[src/sv/sic_pkg.sv]
// Shared types and constants for the stream inversion counter.
// No dependencies; imported by every module of the block.
package sic_pkg;

    // Fixed field widths of the request and result ports
    localparam int SAMPLE_W  = 32;
    localparam int GREATER_W = 9;
    localparam int TOTAL_W   = 32;
    // Widest supported value; samples are sign-extended to this first
    localparam int EXT_W     = 64;

    // Defaults for the top-level parameters
    localparam int DEF_MAX_LEN     = 256;
    localparam int DEF_VALUE_WIDTH = 32;

    // Control bits that travel with each request down the cell chain
    typedef struct packed {
        logic valid;   // stage holds a request
        logic last;    // request ends its sequence
        logic stored;  // some earlier cell took the key
    } t_ctl;

endpackage

[src/sv/sic_cell.sv]
// One cell of the compare chain: holds one stored key and passes requests on.
// Depends on sic_pkg (t_ctl).
module sic_cell #(
    parameter int VALUE_WIDTH = 32,
    parameter int CNT_W       = 9
) (
    input  logic                   i_clk,
    input  logic                   i_rst_n,
    input  logic                   i_adv,
    input  logic [VALUE_WIDTH-1:0] i_key,
    input  logic [CNT_W-1:0]       i_cnt,
    input  sic_pkg::t_ctl          i_ctl,
    output logic [VALUE_WIDTH-1:0] o_key,
    output logic [CNT_W-1:0]       o_cnt,
    output sic_pkg::t_ctl          o_ctl
);
    import sic_pkg::*;

    logic [VALUE_WIDTH-1:0] r_val;
    logic                   r_full;
    logic [VALUE_WIDTH-1:0] r_key;
    logic [CNT_W-1:0]       r_cnt;
    t_ctl                   r_ctl;

    logic                   hit;
    logic                   take;
    logic [CNT_W-1:0]       n_cnt;
    t_ctl                   n_ctl;

    // Compare against the held key; claim this cell if it is empty
    always_comb begin
        hit          = r_full && (r_val > i_key);
        take         = i_ctl.valid && !r_full && !i_ctl.stored;
        n_cnt        = i_cnt + CNT_W'(hit);
        n_ctl        = i_ctl;
        n_ctl.stored = i_ctl.stored | take;
    end

    // Control: stage valid and cell occupancy; a last request empties the cell
    always_ff @(posedge i_clk) begin
        if (!i_rst_n) begin
            r_ctl  <= '0;
            r_full <= 1'b0;
        end else if (i_adv) begin
            r_ctl <= n_ctl;
            if (i_ctl.valid && i_ctl.last) begin
                r_full <= 1'b0;
            end else if (take) begin
                r_full <= 1'b1;
            end
        end
    end

    // Payload: forwarded key and count, stored key
    always_ff @(posedge i_clk) begin
        if (i_adv) begin
            r_key <= i_key;
            r_cnt <= n_cnt;
            if (take) begin
                r_val <= i_key;
            end
        end
    end

    assign o_key = r_key;
    assign o_cnt = r_cnt;
    assign o_ctl = r_ctl;

endmodule

[config.mk]
export PLATFORM = sky130hd
export DESIGN_NAME = sic_cell
export DESIGN_NICKNAME = d
export VERILOG_FILES = /design/src/sv/sic_pkg.sv /design/src/sv/sic_cell.sv
export SDC_FILE = /design/constraint.sdc
export NUM_CORES = 1
export LEC_CHECK = 0
export ABC_AREA = 1
export ABC_CLOCK_PERIOD_IN_PS = 4900
export BUFFER_PORTS_ARGS = -buffer_cell sky130_fd_sc_hd__buf_4
export CAP_MARGIN = 20
export CORE_UTILIZATION = 56
export CTS_CLUSTER_DIAMETER = 40
export CTS_CLUSTER_SIZE = 24
export DETAILED_ROUTE_END_ITERATION = 8
export GPL_TIMING_DRIVEN = 0
export PLACE_DENSITY = 0.82
export SLEW_MARGIN = 20
export SYNTH_ARGS = -nofsm -noshare
export SYNTH_HDL_FRONTEND = slang
export SYNTH_SLANG_ARGS = --single-unit
export TNS_END_PERCENT = 100
[constraint.sdc]
create_clock -name i_clk -period 4.9 [get_ports i_clk]
set_input_delay 0.245 -clock i_clk [delete_from_list [all_inputs] [get_ports i_clk]]
set_output_delay 0.245 -clock i_clk [all_outputs]
set_load 0.01 [all_outputs]
==> metrics.txt <==
Inst Count DP=415; Remaining Overflow, GRT=0; setup_tns=0 ns; crit-path max FO=2; most frequent cells in the layout=buf_4 (90), edfxtp_1 (73), inv_1 (44); cts hold-fix bufs=0; Syn Area/Cell=~13 um^2; synth top area cells=edfxtp_1 (65%), ha_1 (13%), inv_1 (4.9%); Max-Cap Viols=0; cell taking the most area after synthesis=edfxtp_1; vias in the first global route=2,322; Area Overhead vs Synth=29.7%; commonest non-fill, non-tap cell in the layout=buf_4; Setup CP Type=reg -> reg; Mapped Area=approximately 3300 um^2; VDD IR max=211 uV; I/O Buffers=90; routed len/inst=15.0 um; CTS tree=built; via count of the routed design=2,188; antenna cells=0; NumNets Final=between 400 and 500; largest net degree at the start of global routing=between 40 and 50; synth unique cells=19; die width=approximately 80 um; number of I/O pins=91; post-synthesis sequential area ratio=between 60% and 70%; Die Area=about 6300 um^2; R2R Setup Slk=approximately 2.1 ns; number of setup buffers added after CTS=0; Setup crit end kind=flop; Critical Path Source Type=flop; clock root buffer=clkbuf_8; clock sink count=a little under 80; first-pass GRT wire length=approximately 10 mm; outcome=finished clean; Tot GR Track Use=22.7%; Routed Antenna Nets=0; P_leak=1.97 nW; Post-DP HPWL=about 4.3 mm; PD cells=between 300 and 400 nW/um^2; fin crit period=between 2 and 3 ns; Crit path required time=~5 ns; initial antenna violation count=0; post-route clock period utilization=57.0%; Pre-antenna DRT Iters=4; H-tree levels=3; register area=about 2300 um^2; drt drc=0; Worst EP arrival=between 2 and 3 ns; proportion of layout cells with a drive suffix above 1=about 30%; Core Util, Final=approximately three quarters; Post-CTS Resized=0; net count after synthesis=334; transition time of the tightest slew-check pin=between 0.9 and 1 ns; total CTS buffers=9; Final setup viols=0; post-route insts no fill=approximately 430; Clock Latency Late Sink=0.33 ns; Via density=about 5.1; Die Ht=roughly 79 um; Hold Crit Class=in -> reg; Final Hold Fails=0; initial core utilization=59.3%; routability cong.=roughly 0.76; area of the multi-input gates=about 910 um^2; FF+latch count, synth=77; max-slew violations=0; unrepaired setup endpoints after global routing=false; gate count of the mapped netlist=approximately 250; Clock Pin Slew Worst Setup and Hold Paths=about 0.08 ns; Site Rows=27; CTS max path bufs=2; final WL=around 6.4 mm; drt initial violations=127; relative slew slack=between 30% and 40%; Ys Warns=0; Fin Clk Skew=0.00904 ns; fillers=approximately 380; area of the core=approximately 5600 um^2; Max Freq=~360 MHz; post-synth top area share=between 60 and 70%
==> power breakdown <==
part	total [mW]	switching [mW]	internal (mW)
Sequential	0.773	0.0119	0.761
Clock	0.553	0.219	0.334
Combinational	0.164	0.0831	0.0806
==> metal layers <==
metal	up-vias	track usage, %	wire length, um
met4	0	10.2	88
met1	1021	25.5	2630
li1	1075	-	-
met2	85	41.0	3330
met5	-	0	0
met3	7	4.83	393
==> state kept, by name (all words and copies together) (netlist names) <==
signal  cells
r_full      1
o_cnt       9
o_ctl       3
o_key      32
r_val      32
==> synth_stat cells <==
master / instances
nand2_1: 43
dfxtp_1: 4
ha_1: 34
xnor2_1: 2
a31oi_1: 2
o21ai_0: 2
nand3_1: 8
nor2_4: 1
o21a_1: 2
o21ai_1: 1
nor3b_2: 2
nor2_1: 10
inv_1: 44
or2_4: 1
nor3_1: 1
a21o_1: 1
a21oi_1: 17
edfxtp_1: 73
xor2_1: 5
==> cell families (layout without fill, tap and decap cells) <==
kind of cell	after synthesis	after routing	share of synthesized area [%]
compound gates	25	25	4.04
flops	77	77	67.9
fa+ha+maj	34	34	12.7
buf+inv	44	150	4.93
xor+xnor	7	7	1.83
simple gates	66	66	8.63
==> path summary, 6_finish.rpt <==
check | cells past startpoint | end | start
max | 13 | o_cnt[8]$_DFFE_PP_ | r_val[23]$_DFFE_PP_
min | 1 | o_key[27]$_DFFE_PP_ | i_key[27]
max reg2reg | 13 | o_cnt[8]$_DFFE_PP_ | r_val[23]$_DFFE_PP_
min reg2reg | 2 | o_ctl[1]$_SDFFE_PN0P_ | o_ctl[1]$_SDFFE_PN0P_
==> critical path: stages (launching register included) <==
cell      delay, ns
edfxtp_1       0.39
ha_1           0.31
nand2_1        0.09
nor2_1         0.17
nand2_1        0.09
nor3b_2        0.21
nand2_1        0.08
a21oi_1        0.20
ha_1           0.22
ha_1           0.19
nand3_1        0.14
nor3b_2        0.22
nand3_1        0.11
xnor2_1        0.13
==> layout make-up <==
| type | instances | share of cell area, % |
|---|---|---|
| Sequential cell | 77 | 52.3 |
| Multi-Input combinational cell | 132 | 21.0 |
| Timing Repair Buffer | 90 | 15.6 |
| Inverter | 44 | 3.80 |
| Clock buffer | 10 | 2.94 |
| Clock inverter | 6 | 2.33 |
| Tap cell | 72 | 2.07 |
==> per-stage QoR <==
step                hold WS (ns)  total power [mW]  cell area (um^2)  setup WS (ns)
detailed placement         0.443             0.949              4110           2.16
finish                    0.0999              1.49              4340           2.11
global route              0.0817              1.54              4340           1.88
global placement           0.440             0.941              4110           2.18
CTS                       0.0835              1.50              4340           2.09
floorplan                  0.344             0.850              3350           2.49
Power figures use the tool's default switching activity.
