$ cat src/sv/sic_pkg.sv
// Shared types and constants for the stream inversion counter.
// No dependencies; imported by every module of the block.
package sic_pkg;

    // Fixed field widths of the request and result ports
    localparam int SAMPLE_W  = 32;
    localparam int GREATER_W = 9;
    localparam int TOTAL_W   = 32;
    // Widest supported value; samples are sign-extended to this first
    localparam int EXT_W     = 64;

    // Defaults for the top-level parameters
    localparam int DEF_MAX_LEN     = 256;
    localparam int DEF_VALUE_WIDTH = 32;

    // Control bits that travel with each request down the cell chain
    typedef struct packed {
        logic valid;   // stage holds a request
        logic last;    // request ends its sequence
        logic stored;  // some earlier cell took the key
    } t_ctl;

endpackage

$ cat src/sv/sic_tail.sv
// End of the chain: saturating total, sticky overflow and the result register.
// Depends on sic_pkg (t_ctl, field widths).
module sic_tail #(
    parameter int CNT_W = 9
) (
    input  logic                            i_clk,
    input  logic                            i_rst_n,
    input  logic [CNT_W-1:0]                i_cnt,
    input  sic_pkg::t_ctl                   i_ctl,
    input  logic                            i_stall,
    output logic                            o_adv,
    output logic                            o_valid,
    output logic [sic_pkg::GREATER_W-1:0]   o_greater_before,
    output logic [sic_pkg::TOTAL_W-1:0]     o_running_total,
    output logic                            o_overflow,
    output logic                            o_done_res
);
    import sic_pkg::*;

    logic                 r_valid;
    logic [TOTAL_W-1:0]   r_total;
    logic                 r_ovf;
    logic [GREATER_W-1:0] r_greater;
    logic [TOTAL_W-1:0]   r_run;
    logic                 r_ovf_out;
    logic                 r_done;

    logic [TOTAL_W:0]     sum;
    logic [TOTAL_W-1:0]   n_total;
    logic                 n_ovf;
    logic                 take;

    // Chain moves whenever the result register is free or being drained
    assign o_adv = !r_valid || !i_stall;
    assign take  = o_adv && i_ctl.valid;

    // Saturating add; a request no cell took means the store was full
    always_comb begin
        sum     = {1'b0, r_total} + (TOTAL_W + 1)'(i_cnt);
        n_total = sum[TOTAL_W] ? {TOTAL_W{1'b1}} : sum[TOTAL_W-1:0];
        n_ovf   = r_ovf | !i_ctl.stored;
    end

    // Sequence state and result valid; clear the sequence after a last request
    always_ff @(posedge i_clk) begin
        if (!i_rst_n) begin
            r_valid <= 1'b0;
            r_total <= '0;
            r_ovf   <= 1'b0;
        end else if (o_adv) begin
            r_valid <= i_ctl.valid;
            if (i_ctl.valid) begin
                if (i_ctl.last) begin
                    r_total <= '0;
                    r_ovf   <= 1'b0;
                end else begin
                    r_total <= n_total;
                    r_ovf   <= n_ovf;
                end
            end
        end
    end

    // Result payload
    always_ff @(posedge i_clk) begin
        if (take) begin
            r_greater <= GREATER_W'(i_cnt);
            r_run     <= n_total;
            r_ovf_out <= n_ovf;
            r_done    <= i_ctl.last;
        end
    end

    assign o_valid          = r_valid;
    assign o_greater_before = r_greater;
    assign o_running_total  = r_run;
    assign o_overflow       = r_ovf_out;
    assign o_done_res       = r_done;

endmodule

$ cat config.mk
export PLATFORM = sky130hd
export DESIGN_NAME = sic_tail
export DESIGN_NICKNAME = d
export VERILOG_FILES = /design/src/sv/sic_pkg.sv /design/src/sv/sic_tail.sv
export SDC_FILE = /design/constraint.sdc
export NUM_CORES = 1
export LEC_CHECK = 0
export BUFFER_PORTS_ARGS = -buffer_cell sky130_fd_sc_hd__clkbuf_2
export CAP_MARGIN = 25
export CORE_MARGIN = 10
export CORE_UTILIZATION = 35
export DETAILED_ROUTE_END_ITERATION = 10
export HOLD_SLACK_MARGIN = 0.08
export SYNTH_ARGS = -nofsm -noshare
export SYNTH_HDL_FRONTEND = slang
export SYNTH_SLANG_ARGS = --single-unit
$ cat constraint.sdc
create_clock -name i_clk -period 7.35 [get_ports i_clk]
set_clock_uncertainty 0.1 [all_clocks]
set_input_delay 1.47 -clock i_clk [delete_from_list [all_inputs] [get_ports i_clk]]
set_output_delay 1.47 -clock i_clk [all_outputs]
set_load 0.03 [all_outputs]
==> metrics <==
outcome completed; number of standard cells in the layout, taps in and fillers out 571; hold-critical path endpoint r_ovf$_SDFFE_PN0P_; CP max-delay cell a21bo_2; count of max-cap constraint violations 0; async set-or-reset flop fraction in the synthesized netlist 0; library cell with the highest instance count after synthesis nand2_1; final hold slack 386 ps; Yosys cell types 61; kind of cell with the highest combined delay on the critical path compound AO/OA/AOI/OAI gates; clk_lat worst skew 350 ps; Arrival @ worst endpoint 4130 ps; final WL 9280 um; routability-driven placement congestion ratio 0.856; post-synthesis instance total 366; highest achievable clock rate 243 MHz; type of element capturing the critical path register; post-route minimum period 4120 ps; dpl hpwl 6510 um; count of buffer and inverter cells on the critical path 1; TritonRoute pass-1 iters 4; crit path launch type primary input; proportion of layout cells with a drive suffix above 1 0.209; maximum fanout encountered on the critical timing path 32; wire length of the first global-routing pass 15400 um; Slew headroom 0.373; TritonCTS clock tree done; number of nets in the layout 451; Placed Cells 555; number of buffers inserted by post-CTS setup repair 0; part of the cycle the worst path needs 0.561; Most used DFF post-synth edfxtp_1; Remaining DRCs 0; clock transition at the register clock pins on the worst setup and hold paths after CTS 80 ps; required time of the worst setup path 7360 ps; sequential cell area fraction in the yosys report 0.518; pre-CTS worst setup slack 2820 ps; CTS H-tree lvls 3; Std-Cell Rows 38; WL/cell 16.3 um; type of the most critical hold path reg -> reg; power density over the cells 200 nW/um2; reg2reg end o_running_total[23]$_DFFE_PP_; global-route total usage across every layer 0.121; worst reg2reg path startpoint r_total[0]$_SDFFE_PN0P_; Clock Tree Buf Depth 2; Lkg Pwr 0.00175 uW; fill cell instance count of the final layout 1067; Initial Utilization 0.354; hold_sp r_ovf$_SDFFE_PN0P_; number of sinks handled by clock tree synthesis 77; share of the synthesized area in the top cell type 0.339; final setup violation count 0; setup repair after global routing missed its margin false; number of input and output port buffers inserted 59; Cells on Worst Hold Path 2; Slew Viols, Final 0; syn avg cell area 10.4 um2; Routed Antenna Nets 0; overflow left after global routing 0; die height 124 um; TritonCTS Buffers 9; count of flip-flops with a built-in enable after synthesis 43; cell taking the most area after synthesis edfxtp_1; total number of vias 3087; setup slack, reg-to-reg 4130 ps; horizontal die dimension 124 um; Largest stage delay, worst path 650 ps; Syn. warnings 0; ranking of synthesized cells by instance count nand2_1 (46), edfxtp_1 (43), dfxtp_1 (34); total nets after synthesis 391; Layout area overhead 15.4%; maximum number of pins on one net before global-route repair 62; diode insertion count for antenna repair 0; flop and latch count out of synthesis 77; floorplan die area 15500 um2; Worst Setup Slack, final 3230 ps; ordered list of cells on the worst path clkbuf_2 -> ha_1 -> fa_1 -> a21o_1 -> and4_1 -> o2111ai_1 -> a21bo_2 -> nand2_1 -> mux2_2; Fin Setup TNS 0 ps; Cell Area, Synth 3810 um2; Max VDD drop 0.0938 mV; antenna violations before repair 0; IO Pins 60; slew at the pin closest to its max-slew limit 937 ps; post-cts resize count 0; hold_buf cts 0; crit path kind in -> reg; Hold Violations, Final 0; worst-case reg-to-reg path depth 8; top cells by area in the synthesized netlist edfxtp_1 (34%), dfxtp_1 (18%), nand2_1 (4.5%); average vias per placed instance 5.41; iteration-0 DRC count of the detailed router 201; number of global-route vias before repair 2983; core area 10700 um2; buffer cell driving the clock tree root clkbuf_8
## registers in the layout (all words and copies together) (netlist names)
signal            cells
o_valid               1
r_ovf                 1
o_done_res            1
o_running_total      32
r_total              32
o_greater_before      9
o_overflow            1
## tightest hold or removal path: stages, from the launching register on
cell     delay (ps)
dfxtp_1         330
nor2_1           50
nor2_1           80
## logic make-up after synthesis
family / Yosys count / share of synthesized area
muxes: 3 / 0.00854
adders and majority gates: 10 / 0.0348
and+or+nand+nor: 145 / 0.198
DFF: 77 / 0.518
AOI/OAI and AO/OA: 94 / 0.173
xor gates and xnor gates: 21 / 0.0483
buffers and inverters: 16 / 0.0194
## power by group
part | leakage (uW) | total [uW] | internal, uW | switching (uW)
logic | 0.000975 | 121 | 34.3 | 86.9
clock network | 0.0000825 | 276 | 130 | 146
registers | 0.000698 | 483 | 476 | 6.21
## worst max-delay path by stage
stage / start / end / slack [ps] / cells after the start
floorplan: i_stall / r_total[12]$_SDFFE_PN0P_ / 3300 / 6
global placement: i_cnt[0] / o_running_total[23]$_DFFE_PP_ / 2890 / 9
detailed placement: i_cnt[0] / o_running_total[23]$_DFFE_PP_ / 2820 / 9
CTS: i_cnt[0] / o_running_total[23]$_DFFE_PP_ / 3210 / 9
global route: i_cnt[0] / o_running_total[23]$_DFFE_PP_ / 3050 / 9
finish: i_cnt[0] / o_running_total[23]$_DFFE_PP_ / 3230 / 9
## through the flow
stage	utilization	total power, uW	cell area [um2]
after detailed placement	0.394	615	4230
after global routing	0.409	923	4400
after global placement	0.394	613	4230
final	0.409	880	4400
after CTS	0.409	893	4400
after floorplan	-	578	3810
## final cells by class
type,instances,area [um2],area share
clock buffer,13,149,0.0339
clock inverter,3,12.5,0.00285
inverter,4,15.0,0.00342
multi-input combinational,273,1760,0.401
sequential,77,1970,0.449
tap,140,175,0.0399
timing repair buffer,61,310,0.0706
## per-layer routing
layer | share of wire | wire length [um] | track usage
met1 | 0.46 | 4300 | 0.147
met4 | 0.015 | 141 | 0.0500
met2 | 0.46 | 4300 | 0.190
met3 | 0.059 | 544 | 0.0404
met5 | 0 | 0 | 0
## layout by cell type, fill, tap and decap left out, drive strengths merged, types with 7 or more instances in the layout
master,count
xor2,7
dfxtp,34
ha,9
and3,8
xnor2,14
nand2,46
nand4,10
a21oi,22
edfxtp,43
nand3,16
nor3,12
nor2,22
o21ai,17
a22o,8
clkbuf,72
Power figures use the tool's default switching activity.
